File: src/hdl/unst_pkg.sv
// Shared types, codes and the name-forming function of the name slot table.
`default_nettype none
package unst_pkg;

   localparam int NAME_BYTES = 9;
   localparam int NAME_W     = 72;
   localparam int SLOT_W     = 4;

   localparam logic [1:0] ACT_QUERY  = 2'd0;
   localparam logic [1:0] ACT_ADD    = 2'd1;
   localparam logic [1:0] ACT_REMOVE = 2'd2;

   localparam logic [1:0] STATUS_OK        = 2'd0;
   localparam logic [1:0] STATUS_IN_USE    = 2'd1;
   localparam logic [1:0] STATUS_FULL      = 2'd2;
   localparam logic [1:0] STATUS_NOT_FOUND = 2'd3;

   typedef struct packed {
      logic [1:0]  action;
      logic [63:0] name_head;
      logic [7:0]  name_tail;
   } req_type;

   typedef struct packed {
      logic [1:0]        status;
      logic [SLOT_W-1:0] slot;
   } rsp_type;

   typedef struct packed {
      logic match;
      logic free;
   } cmp_flags_type;

   typedef struct packed {
      logic              en;
      logic [NAME_W-1:0] data;
   } wr_cmd_type;

   // Zero every byte from the first zero byte on, and every byte past NAME_BYTES.
   function automatic logic [NAME_W-1:0] form_name(input logic [63:0] head,
                                                   input logic [7:0]  tail);
      logic [NAME_W-1:0] raw;
      logic [NAME_W-1:0] nm;
      logic              ended;
      raw   = {tail, head};
      nm    = '0;
      ended = 1'b0;
      for (int b = 0; b < 9; b++) begin
         if (b >= NAME_BYTES || raw[8*b +: 8] == 8'd0) begin
            ended = 1'b1;
         end
         nm[8*b +: 8] = ended ? 8'd0 : raw[8*b +: 8];
      end
      return nm;
   endfunction

endpackage
`default_nettype wire

File: src/hdl/unst_store.sv
// Name storage: one read port with registered data, one write port, per-slot valid bits.
`default_nettype none
module unst_store #(
   parameter int SLOTS = 10,
   parameter int IDX_W = 4
) (
   input  wire logic                        clock,
   input  wire logic                        reset,
   input  wire logic                        rd_en,
   input  wire logic [IDX_W-1:0]            rd_addr,
   output logic [unst_pkg::NAME_W-1:0]      rd_data,
   input  wire unst_pkg::wr_cmd_type        wr_cmd,
   input  wire logic [IDX_W-1:0]            wr_addr
);
   import unst_pkg::*;

   logic [NAME_W-1:0] mem [SLOTS];
   logic [SLOTS-1:0]  valid_ff;
   logic [NAME_W-1:0] rd_word_ff;
   logic              rd_ok_ff;

   always_ff @(posedge clock) begin
      if (wr_cmd.en) begin
         mem[wr_addr] <= wr_cmd.data;
      end
      if (rd_en) begin
         rd_word_ff <= mem[rd_addr];
      end
   end

   always_ff @(posedge clock) begin
      if (reset) begin
         valid_ff <= '0;
         rd_ok_ff <= 1'b0;
      end else begin
         if (wr_cmd.en) begin
            valid_ff[wr_addr] <= 1'b1;
         end
         if (rd_en) begin
            rd_ok_ff <= valid_ff[rd_addr];
         end
      end
   end

   // A slot never written reads as free.
   assign rd_data = rd_ok_ff ? rd_word_ff : '0;

endmodule
`default_nettype wire

File: src/hdl/unst_cmp.sv
// Shared compare unit: tests one stored slot against the request name.
`default_nettype none
module unst_cmp (
   input  wire logic [unst_pkg::NAME_W-1:0] slot_word,
   input  wire logic [unst_pkg::NAME_W-1:0] name,
   output unst_pkg::cmp_flags_type          flags
);
   import unst_pkg::*;

   always_comb begin
      flags.match = (slot_word == name);
      flags.free  = (slot_word == '0);
   end

endmodule
`default_nettype wire

File: src/hdl/unique_name_slot_table_top.sv
// Top level of the name slot table: scan sequencer, store and compare unit.
// A table of SLOTS names of up to nine bytes; query, add and remove each give
// one response beat. A request with a nonempty name is scanned one slot per
// cycle through the single read port of the store and a shared comparator:
// accept, one read per slot, a trailing compare, decide and write, then load
// the response register, which waits while an earlier response is not yet
// taken. An empty name skips the scan. Only one request is in work at a time;
// the next is taken while a response still waits. After reset every slot reads
// as free at once.
`default_nettype none
module unique_name_slot_table_top #(
   parameter int SLOTS = 10
) (
   input  wire logic              clock,
   input  wire logic              reset,
   input  wire logic              req_valid,
   output logic                   req_ready,
   input  wire unst_pkg::req_type req_data,
   output logic                   rsp_valid,
   input  wire logic              rsp_ready,
   output unst_pkg::rsp_type      rsp_data
);
   import unst_pkg::*;

   localparam int IDX_W = (SLOTS > 1) ? $clog2(SLOTS) : 1;
   localparam int CNT_W = $clog2(SLOTS + 1);

   typedef enum logic [1:0] {
      S_IDLE,
      S_SCAN,
      S_DECIDE,
      S_HOLD
   } state_type;

   state_type         state_ff;
   logic [1:0]        action_ff;
   logic [NAME_W-1:0] name_ff;
   logic [CNT_W-1:0]  issue_cnt_ff;
   logic              pend_ff;
   logic [IDX_W-1:0]  pend_idx_ff;
   logic              hit_ff;
   logic [IDX_W-1:0]  hit_idx_ff;
   logic              free_ff;
   logic [IDX_W-1:0]  free_idx_ff;
   rsp_type           res_ff;
   rsp_type           res_in;
   logic              rsp_valid_ff;
   rsp_type           rsp_ff;

   logic [NAME_W-1:0] req_name;
   logic              rd_en;
   logic [IDX_W-1:0]  rd_addr;
   logic [NAME_W-1:0] rd_data;
   wr_cmd_type        wr_cmd;
   logic [IDX_W-1:0]  wr_addr;
   cmp_flags_type     flags;
   logic              issue_more;
   logic              rsp_load;

   assign req_name   = form_name(req_data.name_head, req_data.name_tail);
   assign req_ready  = (state_ff == S_IDLE);
   assign rsp_valid  = rsp_valid_ff;
   assign rsp_data   = rsp_ff;
   assign issue_more = (issue_cnt_ff < CNT_W'(SLOTS));
   assign rd_en      = (state_ff == S_SCAN) && issue_more;
   assign rd_addr    = issue_cnt_ff[IDX_W-1:0];
   assign rsp_load   = (state_ff == S_HOLD) && (!rsp_valid_ff || rsp_ready);

   unst_store #(
      .SLOTS (SLOTS),
      .IDX_W (IDX_W)
   ) u_store (
      .clock   (clock),
      .reset   (reset),
      .rd_en   (rd_en),
      .rd_addr (rd_addr),
      .rd_data (rd_data),
      .wr_cmd  (wr_cmd),
      .wr_addr (wr_addr)
   );

   unst_cmp u_cmp (
      .slot_word (rd_data),
      .name      (name_ff),
      .flags     (flags)
   );

   // Decide the outcome once every slot has been compared.
   always_comb begin
      res_in      = '{status: STATUS_OK, slot: '0};
      wr_cmd.en   = 1'b0;
      wr_cmd.data = name_ff;
      wr_addr     = free_idx_ff;
      if (state_ff == S_DECIDE) begin
         case (action_ff)
            ACT_ADD: begin
               if (hit_ff) begin
                  res_in = '{status: STATUS_IN_USE, slot: SLOT_W'(hit_idx_ff)};
               end else if (free_ff) begin
                  wr_cmd.en = 1'b1;
                  res_in    = '{status: STATUS_OK, slot: SLOT_W'(free_idx_ff)};
               end else begin
                  res_in = '{status: STATUS_FULL, slot: '0};
               end
            end
            ACT_REMOVE: begin
               if (hit_ff) begin
                  wr_cmd.en   = 1'b1;
                  wr_cmd.data = '0;
                  wr_addr     = hit_idx_ff;
                  res_in      = '{status: STATUS_OK, slot: SLOT_W'(hit_idx_ff)};
               end else begin
                  res_in = '{status: STATUS_NOT_FOUND, slot: '0};
               end
            end
            default: begin
               if (hit_ff) begin
                  res_in = '{status: STATUS_IN_USE, slot: SLOT_W'(hit_idx_ff)};
               end
            end
         endcase
      end
   end

   always_ff @(posedge clock) begin
      if (reset) begin
         state_ff     <= S_IDLE;
         rsp_valid_ff <= 1'b0;
         pend_ff      <= 1'b0;
         hit_ff       <= 1'b0;
         free_ff      <= 1'b0;
      end else begin
         if (rsp_load) begin
            rsp_valid_ff <= 1'b1;
         end else if (rsp_valid_ff && rsp_ready) begin
            rsp_valid_ff <= 1'b0;
         end
         case (state_ff)
            S_IDLE: begin
               if (req_valid) begin
                  action_ff <= req_data.action;
                  name_ff   <= req_name;
                  if (req_name[7:0] == 8'd0) begin
                     // Empty name: answer without a scan.
                     res_ff.status <= (req_data.action == ACT_REMOVE) ?
                                      STATUS_NOT_FOUND : STATUS_IN_USE;
                     res_ff.slot   <= '0;
                     state_ff      <= S_HOLD;
                  end else begin
                     issue_cnt_ff <= '0;
                     pend_ff      <= 1'b0;
                     hit_ff       <= 1'b0;
                     free_ff      <= 1'b0;
                     state_ff     <= S_SCAN;
                  end
               end
            end
            S_SCAN: begin
               if (issue_more) begin
                  issue_cnt_ff <= issue_cnt_ff + CNT_W'(1);
               end
               pend_ff     <= issue_more;
               pend_idx_ff <= rd_addr;
               // Keep the first match and the first free slot.
               if (pend_ff) begin
                  if (flags.match && !hit_ff) begin
                     hit_ff     <= 1'b1;
                     hit_idx_ff <= pend_idx_ff;
                  end
                  if (flags.free && !free_ff) begin
                     free_ff     <= 1'b1;
                     free_idx_ff <= pend_idx_ff;
                  end
               end
               // Leave on the trailing compare of the last slot.
               if (!issue_more) begin
                  state_ff <= S_DECIDE;
               end
            end
            S_DECIDE: begin
               res_ff   <= res_in;
               state_ff <= S_HOLD;
            end
            S_HOLD: begin
               if (rsp_load) begin
                  rsp_ff   <= res_ff;
                  state_ff <= S_IDLE;
               end
            end
            default: begin
               state_ff <= S_IDLE;
            end
         endcase
      end
   end

endmodule
`default_nettype wire

File: config.mk
export PLATFORM = sky130hd
export DESIGN_NAME = unique_name_slot_table_top
export DESIGN_NICKNAME = d
export VERILOG_FILES = /design/src/hdl/unst_pkg.sv /design/src/hdl/unst_store.sv /design/src/hdl/unst_cmp.sv /design/src/hdl/unique_name_slot_table_top.sv
export SDC_FILE = /design/constraint.sdc
export NUM_CORES = 1
export LEC_CHECK = 0
export BUFFER_PORTS_ARGS = -buffer_cell sky130_fd_sc_hd__buf_4
export CORE_MARGIN = 1
export CORE_UTILIZATION = 45
export CTS_CLUSTER_DIAMETER = 60
export DETAILED_ROUTE_END_ITERATION = 16
export GPL_TIMING_DRIVEN = 0
export HOLD_SLACK_MARGIN = 0.15
export MAX_ROUTING_LAYER = met4
export PLACE_DENSITY = 0.67
export SLEW_MARGIN = 20
export SYNTH_ARGS = -nofsm -noshare
export SYNTH_HDL_FRONTEND = slang
export SYNTH_SLANG_ARGS = --single-unit
File: constraint.sdc
create_clock -name clock -period 10.82 [get_ports clock]
set_input_delay 2.164 -clock clock [delete_from_list [all_inputs] [get_ports clock]]
set_output_delay 2.164 -clock clock [all_outputs]
set_load 0.05 [all_outputs]
==> flow_summary.toml, run 1 <==
[timing]
hold_viol = 0
setup_viol = 0
finalClockSkew_ns = 0.0352
fin_crit_ns = 4.21
worstMarginPinSlew_ns = 1.14
max_freq_ghz = 0.237
drv_slew = 0
relSlewSlack_pct = 23.9
fin_crit_sh_pct = 39.0
whs_ns = 0.419
rsz0062_at_grt = "no"

[clock_tree]
cts_setup_buffers = 0
clk_pin_slew_ns = 0.06
cts_tree = "done"
clock_latency_ns = 0.64
hold_buffers = 0
clock_path_buffers = 3
cts-root-buf = "clkbuf_16"
ctsResizeCount = 0
htree_levels = 3
cts.sinks = 911
cts-buffers-inserted = 91

[place]
dp_hpwl_um = 67400
port_buffers = 85
place_congestion = 0.930
dp.cells = 3236

[drt]
post_drt_wl_per_cell_um = 28.6
drc = 0
drtPass1Iterations = 5
vias = 20400
drt_first_iter_violations = 2559
final_antenna_net_count = 0
wl_um = 97200
via_per_inst = 6.01

[layout]
final_nets = 2354
n_fill_cell = 6271
drive_gt1_share_pct = 20.6
stdcell_count = 3402
multiInputGateArea_um2 = 8670
syn2layout_area_growth_pct = 16.4
seqCellArea_um2 = 27200

[critical_path]
start_kind = "primary input"
worstPathRequired_ns = 11.19
slowest_stage = "nand2_1"
cp_max_fo = 10
path_class = "primary input to register"
path_cells = "buf_4 -> nor4_1 -> nand2_1 -> and3_1 -> buf_2 -> and3_1 -> buf_6 -> a21boi_4 -> and3_4 -> buf_6 -> and2_4"
cp-end-kind = "register"
arrival_ns = 4.58
cpPeakStageDelay_ns = 0.36

[synth]
synth_seq_cells = 911
ys_types = 63
synthTopCellsByCount = "edfxtp_1, mux4_2, and2_1"
yosys_warnings = 0
async_reset_ff_share_pct = 0
synth.top_cells.by_area = "edfxtp_1, mux4_2, mux2i_1"
yosysTopAreaCellShare_pct = 73.6
yosys.area.top_type = "edfxtp_1"
synth.most_common_cell = "edfxtp_1"
seq_area_frac_synth_pct = 74.6
synth.cell_area_um2 = 36500
synth_edf_count = 894
syn_inst = 2034
avgSynthCellArea_um2 = 17.9
synth_fp_nets = 2119
synth_ff_type = "edfxtp_1"

[global_route]
grt_pass1_wl_um = 140000
grt_pass1_vias = 20100
grt_overflow_total = 0
track_usage_pct = 24.5
use_met3_pct = 3.59
busiest_layer = "met2"
grt_use_met2_pct = 37.9
antenna_found_initial = 2
grt_start_max_net_pins = 40
use_met1_pct = 34.1

[min_path]
hp-class = "register to register"

[floorplanning]
fp.dieW_um = 287
die_h_um = 287
ios = 86
initial_core_util_pct = 45.4
num_rows = 104
dieArea_um2 = 82100
core_area_um2 = 80300

[job]
maxCapViolCount = 0

[power_and_ir_drop]
leakagePower_nw = 13.7
ir_drop_mv = 0.123
p_per_area_nw_per_um2 = 217

[status]
status = "complete, no violations"
## power by group
part	total [mW]	internal [mW]	switching, mW	leakage [nW]
clock network	3.14	1.85	1.30	1.45
logic	1.72	0.656	1.06	4.01
registers	4.34	4.15	0.189	8.21
## worst max-delay path: cells and delay by family
family          cells  cell delay (ns)
simple gates        6             1.59
compound gates      1             0.15
buf+inv             4             0.66
## kinds of logic (layout without fill, tap and decap cells)
family | Yosys count | count (layout) | share of synthesized area [%]
XOR/XNOR | 20 | 20 | 0.481
buffers and inverters | 156 | 463 | 1.87
AND/OR/NAND/NOR | 450 | 450 | 6.94
adder cells (fa/ha/maj) | 7 | 7 | 0.240
other | 0 | 1 | 0
flip-flops | 911 | 911 | 74.6
multiplexers | 222 | 222 | 11.1
AO/OA/AOI/OAI | 268 | 268 | 4.81
## metrics by stage
step / setup WS, ns / TNS (ns) / cell area [um^2] / utilization [%] / total power [mW]
final: 6.61 / 0 / 42400 / 52.9 / 9.20
after global routing: 6.56 / 0 / 42400 / 52.9 / 9.49
after CTS: 6.66 / 0 / 42400 / 52.9 / 9.24
after detailed placement: 6.01 / 0 / 39500 / 49.2 / 6.12
after global placement: -2.61 / -311.10 / 38400 / 47.8 / 6.09
after floorplan: 3.61 / 0 / 36500 / - / 5.44
## final timing paths
check	start	end	slack, ns	depth (start not counted)
worst min-delay path	res_ff[2]	rsp_data[2]	0.42	0
worst min register to register	res_ff[2]	rsp_data[2]	0.42	0
worst max register to register	action_ff[1]	u_store.mem[4][54]	6.91	9
worst max-delay path	req_data[15]	name_ff[71]	6.61	11
## registers in the layout, summed over array words and instances (netlist names)
name	count
action_ff	2
free_ff	1
free_idx_ff	4
hit_ff	1
hit_idx_ff	4
issue_cnt_ff	4
name_ff	72
pend_ff	1
pend_idx_ff	4
res_ff	6
rsp_data	6
rsp_valid	1
state_ff	2
u_store.mem	720
u_store.rd_ok_ff	1
u_store.rd_word_ff	72
u_store.valid_ff	10
## metal layers
metal	vias to the layer above	routed length, um
met4	0	2490
met1	10600	40000
met3	158	8710
met5	-	0
li1	8588	-
met2	1099	46000
## placed cells by master, fill, tap and decap left out, types with 76 or more instances in the layout
master | Yosys | layout
buf_4 | 1 | 105
clkbuf_16 | 0 | 94
nor2_1 | 86 | 78
a21oi_1 | 85 | 84
a211oi_1 | 76 | 76
edfxtp_1 | 894 | 894
clkbuf_1 | 63 | 79
mux4_2 | 145 | 145
and2_1 | 106 | 105
nor2b_1 | 80 | 80
## final cells by class
| class | count | share of cell area (%) |
|---|---|---|
| flip-flops and latches | 911 | 64.1 |
| well taps | 1060 | 3.12 |
| clock buffers | 110 | 5.68 |
| clock inverters | 55 | 1.32 |
| inverters | 47 | 0.416 |
| repair buffers | 142 | 3.77 |
| diodes | 1 | 0.00590 |
| plain buffers | 109 | 1.19 |
| multi-input cells | 967 | 20.4 |
Note: power is estimated with default switching activity, not from simulation.
==> inputs of run 2 (changes only) <==
==> constraint.sdc (replaced) <==
create_clock -name clock -period 3.9 [get_ports clock]
set_input_delay 0.78 -clock clock [delete_from_list [all_inputs] [get_ports clock]]
set_output_delay 0.78 -clock clock [all_outputs]
set_load 0.05 [all_outputs]
==> run 2 against run 1 <==
Clock skew is 0.0057 ns lower. Die area stayed put. Global-route usage is 0.14 points higher. Largest power group unchanged. Sequential power grew to 2.8 times the previous value. Critical path type is now register to register. Worst setup slack worse by 6.6 ns. Non-clock buffer count is 7 lower. Register-to-register slack worse by 6.9 ns. First-iteration DRC count is 6.6% lower. Power grew to 2.8 times the previous value.
==> flow_summary.toml, run 2 (synthesized netlist as in run 1, its figures left out) <==
[status]
status = "complete, no violations"

[clock_tree]
cts_tree = "done"
clock_path_buffers = 3
clock_latency_ns = 0.65
cts_setup_buffers = 0
cts-root-buf = "clkbuf_16"
hold_buffers = 0
cts-buffers-inserted = 94
ctsResizeCount = 0
htree_levels = 3
clk_pin_slew_ns = 0.07
cts.sinks = 911

[layout]
drive_gt1_share_pct = 20.6
mostFrequentLayoutCells = "edfxtp_1, mux4_2, and2_1, clkbuf_16, buf_4"
layout_commonest_cell = "edfxtp_1"
final_nets = 2350
regMostFlops = "u_store.mem"
postLayoutCellArea_um2 = 42500
syn2layout_area_growth_pct = 16.5
reg.largest.list = "u_store.mem (720), name_ff (72), u_store.rd_word_ff (72)"
largest_reg_flops = 720

[drt]
vias = 20200
post_drt_wl_per_cell_um = 28.5
final_antenna_net_count = 0
drtPass1Iterations = 6
wl_um = 96800
drt_first_iter_violations = 2390
drc = 0
via_per_inst = 5.94

[timing]
fin_ws_ns = 0.0484
fin_crit_sh_pct = 98.8
finalClockSkew_ns = 0.0295
max_freq_ghz = 0.260
rsz0062_at_grt = "no"
drv_slew = 0
setup_viol = 0
hold_viol = 0
relSlewSlack_pct = 21.1
worstMarginPinSlew_ns = 1.18
setup_tns_ns = 0
fin_crit_ns = 3.85

[power_and_ir_drop]
seqPwrFrac_pct = 47.4
power_mw = 25.4
p_per_area_nw_per_um2 = 598
leakagePower_nw = 13.7
combPwrFrac_pct = 18.7
p_int_mw = 18.3
switching_share_pct = 28.2
clkPwrFrac_pct = 33.9
power_switching_mw = 7.16
ir_drop_mv = 0.343

[global_route]
antenna_found_initial = 2
use_met3_pct = 3.68
grt_pass1_vias = 20100
busiest_layer = "met2"
grt_use_met2_pct = 37.9
track_usage_pct = 24.7
grt_pass1_wl_um = 140000
grt_overflow_total = 0
use_met1_pct = 34.6
grt_start_max_net_pins = 39

[critical_path]
r2r-start = "issue_cnt_ff[2]"
path_class = "register to register"
worst_r2r_endpoint = "u_store.rd_word_ff[37]"
cp-end-kind = "register"
worstPathRequired_ns = 4.30
ff2ff_path_depth = 5
cp_max_fo = 10
arrival_ns = 4.25
rrSetupSlack_ns = 0.05
start_kind = "register"

[min_path]
holdPathEnd = "action_ff[1]"
hp-class = "primary input to register"
worstHoldStart = "req_data[73]"
hold_path_depth = 1

[place]
post-place-ws_ns = 0.180
place_congestion = 0.949
dp_hpwl_um = 67500
placed_area_um2 = 39500
port_buffers = 85

[floorplanning]
initial_core_util_pct = 45.4
num_rows = 104
fp.dieW_um = 287
dieArea_um2 = 82100
ios = 86
die_h_um = 287
core_area_um2 = 80300

[job]
maxCapViolCount = 0
run 2: power groups by stage:
stage / Clock [mW] / Combinational (mW) / Sequential, mW
after floorplan: 0 / 3.14 / 12.0
after global placement: 0 / 4.61 / 12.3
after detailed placement: 0 / 4.77 / 12.2
after CTS: 8.72 / 4.80 / 12.0
after global routing: 9.08 / 5.09 / 12.1
final: 8.61 / 4.76 / 12.0
run 2: how the worst max path moves through the flow:
stage                          from                endpoint  slack, ns  cells after the start
finish              issue_cnt_ff[2]  u_store.rd_word_ff[37]       0.05                      5
detailed placement  issue_cnt_ff[2]  u_store.rd_word_ff[37]       0.18                      5
CTS                 issue_cnt_ff[2]  u_store.rd_word_ff[37]       0.15                      5
global route        issue_cnt_ff[2]  u_store.rd_word_ff[37]       0.10                      5
global placement       action_ff[0]      u_store.mem[3][45]      -4.96                      8
floorplan              action_ff[1]       u_store.mem[5][0]      -1.07                      6
run 2: metal layers:
layer  vias to the layer above  wire length, um
li1                       8584                -
met1                     10500            40700
met2                       965            46000
met3                       128             7850
met4                         0             2170
met5                         -                0
run 2: cell type report:
type / instances / area [um^2]
fill: 6266 / 37800
sequential: 911 / 27200
multi-input combinational: 967 / 8690
clock buffer: 107 / 2420
timing repair buffer: 135 / 1650
tap: 1060 / 1330
clock inverter: 63 / 514
buffer: 109 / 505
inverter: 47 / 176
antenna: 3 / 7.51
run 2: worst max-delay path: stages, from the launching register on:
cell and delay [ns]:
edfxtp_1 0.86, clkbuf_1 0.69, buf_1 0.87, clkbuf_1 0.59, a211oi_1 0.17, a21oi_1 0.40
run 2: through the flow:
step                      util [%]  instances  hold WS, ns
after detailed placement      49.2       3229        0.407
final                         52.9       3402        0.325
after global placement        47.9       3179        0.401
after global routing          52.9       3400        0.311
after floorplan                  -       2034        0.400
after CTS                     52.9       3399        0.286
==> inputs of run 3 (changes only) <==
--- a/config.mk
+++ b/config.mk
@@ -8,6 +8,7 @@
 export BUFFER_PORTS_ARGS = -buffer_cell sky130_fd_sc_hd__buf_4
 export CORE_MARGIN = 1
 export CORE_UTILIZATION = 45
+export CTS_BUF_LIST = sky130_fd_sc_hd__clkbuf_8
 export CTS_CLUSTER_DIAMETER = 60
 export DETAILED_ROUTE_END_ITERATION = 16
 export GPL_TIMING_DRIVEN = 0
==> run 3 against run 2 <==
Non-clock buffer count increased by 2. Power fell by 3.7%. Utilization is 0.29 points lower. Worst setup slack better by 0.089 ns. Fmax is 2.4% higher. Critical endpoint unchanged. Largest cell class unchanged. Largest power group unchanged.
==> flow_summary.toml, run 3 (synthesized netlist as in run 1, its figures left out) <==
[timing]
drv_slew = 0
whs_ns = 0.258
hold_viol = 0
finalClockSkew_ns = 0.0252
fin_ws_ns = 0.138
setup_tns_ns = 0
rsz0062_at_grt = "no"
fin_crit_sh_pct = 96.5
worstMarginPinSlew_ns = 1.18
setup_viol = 0
fin_crit_ns = 3.76
max_freq_ghz = 0.266
relSlewSlack_pct = 21.4

[floorplanning]
initial_core_util_pct = 45.4
ios = 86
fp.dieW_um = 287
dieArea_um2 = 82100
core_area_um2 = 80300
die_h_um = 287
num_rows = 104

[global_route]
grt_pass1_vias = 20600
grt_overflow_total = 0
track_usage_pct = 24.9
antenna_found_initial = 3
grt_pass1_wl_um = 141000
grt_start_max_net_pins = 39

[critical_path]
start_kind = "register"
worst-path-buf-inv = 3
slowest_stage = "buf_1"
r2r-start = "issue_cnt_ff[2]"
worst_r2r_endpoint = "u_store.rd_word_ff[37]"
worstPathRequired_ns = 4.45
path_depth = 5
startpoint = "issue_cnt_ff[2]"
arrival_ns = 4.32
path_class = "register to register"
path_delay_family = "buffers and inverters"
cpPeakStageDelay_ns = 0.85
crit_top_cell = "clkbuf_1"
endpoint = "u_store.rd_word_ff[37]"
path_cells = "clkbuf_1 -> buf_1 -> clkbuf_1 -> a211oi_1 -> a21oi_1"
cp_max_fo = 10
rrSetupSlack_ns = 0.14
cp-end-kind = "register"
ff2ff_path_depth = 5

[layout]
layout_commonest_cell = "edfxtp_1"
regMostFlops = "u_store.mem"
drive_gt1_share_pct = 21.6
mostFrequentLayoutCells = "edfxtp_1, clkbuf_8, mux4_2, and2_1, inv_1"
multiInputGateArea_um2 = 8690
reg.largest.list = "u_store.mem (720), name_ff (72), u_store.rd_word_ff (72)"
n_fill_cell = 6346
post-route-util_pct = 52.6
postLayoutCellArea_um2 = 42200
largest_reg_flops = 720
stdcell_count = 3494
syn2layout_area_growth_pct = 15.9
seqCellArea_um2 = 27200
final_nets = 2406

[clock_tree]
cts_tree = "done"
ctsResizeCount = 0
clock_path_buffers = 3
cts.sinks = 911
cts-root-buf = "clkbuf_8"
cts_setup_buffers = 0
cts-buffers-inserted = 148
clk_pin_slew_ns = 0.06
clock_latency_ns = 0.81
hold_buffers = 2
htree_levels = 4

[drt]
wl_um = 97600
drc = 0
drt_first_iter_violations = 2322
vias = 20600
final_antenna_net_count = 0
via_per_inst = 5.89
drtPass1Iterations = 7
post_drt_wl_per_cell_um = 27.9

[place]
placed_area_um2 = 39500
dp_hpwl_um = 67500
port_buffers = 85
post-place-ws_ns = 0.180
place_congestion = 0.949
dp.cells = 3229

[power_and_ir_drop]
p_per_area_nw_per_um2 = 579
leakagePower_nw = 13.7
ir_drop_mv = 0.266
power_mw = 24.5

[job]
maxCapViolCount = 0

[status]
status = "complete, no violations"

[min_path]
hp-class = "primary input to register"
==> run 3: cell count changes in the layout (fill, tap and decap cells not counted), sizes merged <==
| cell | previous run | this run |
|---|---|---|
| dlygate4sd3 | 0 | 2 |
| clkinvlp | 4 | 5 |
| diode | 3 | 7 |
| bufinv | 7 | 5 |
| clkinv | 50 | 49 |
| clkbuf | 170 | 214 |
| inv | 49 | 93 |
==> run 3: how the worst min path moves through the flow <==
stage	from	to	slack, ns	cells after the start
floorplan	res_ff[0]	rsp_data[0]	0.40	0
global placement	res_ff[5]	rsp_data[5]	0.40	0
detailed placement	res_ff[1]	rsp_data[1]	0.41	0
CTS	req_data[0]	name_ff[64]	0.20	2
global route	req_data[11]	name_ff[3]	0.23	2
finish	req_data[0]	name_ff[64]	0.26	2
==> run 3: cell type report <==
| class | instances | share of cell area, % |
|---|---|---|
| flip-flops and latches | 911 | 64.4 |
| diodes | 7 | 0.0415 |
| clock buffers | 151 | 4.92 |
| well taps | 1060 | 3.14 |
| plain buffers | 109 | 1.20 |
| repair buffers | 137 | 3.95 |
| inverters | 47 | 0.418 |
| clock inverters | 105 | 1.41 |
| multi-input cells | 967 | 20.6 |
==> run 3: metal layers <==
metal	vias to the layer above	wire (um)	track usage (%)	share of wire (%)
met5	-	0	-	0
met4	0	1920	7.19	2.0
met3	148	7950	4.83	8.1
met2	980	46500	37.7	48
met1	10700	41200	34.4	42
li1	8721	-	-	-
==> run 3: where the power goes <==
group,switching [mW],leakage (nW),internal [mW]
logic,2.95,4.02,1.82
clock network,3.73,1.51,3.93
registers,0.533,8.21,11.5
total,7.21,13.7,17.3
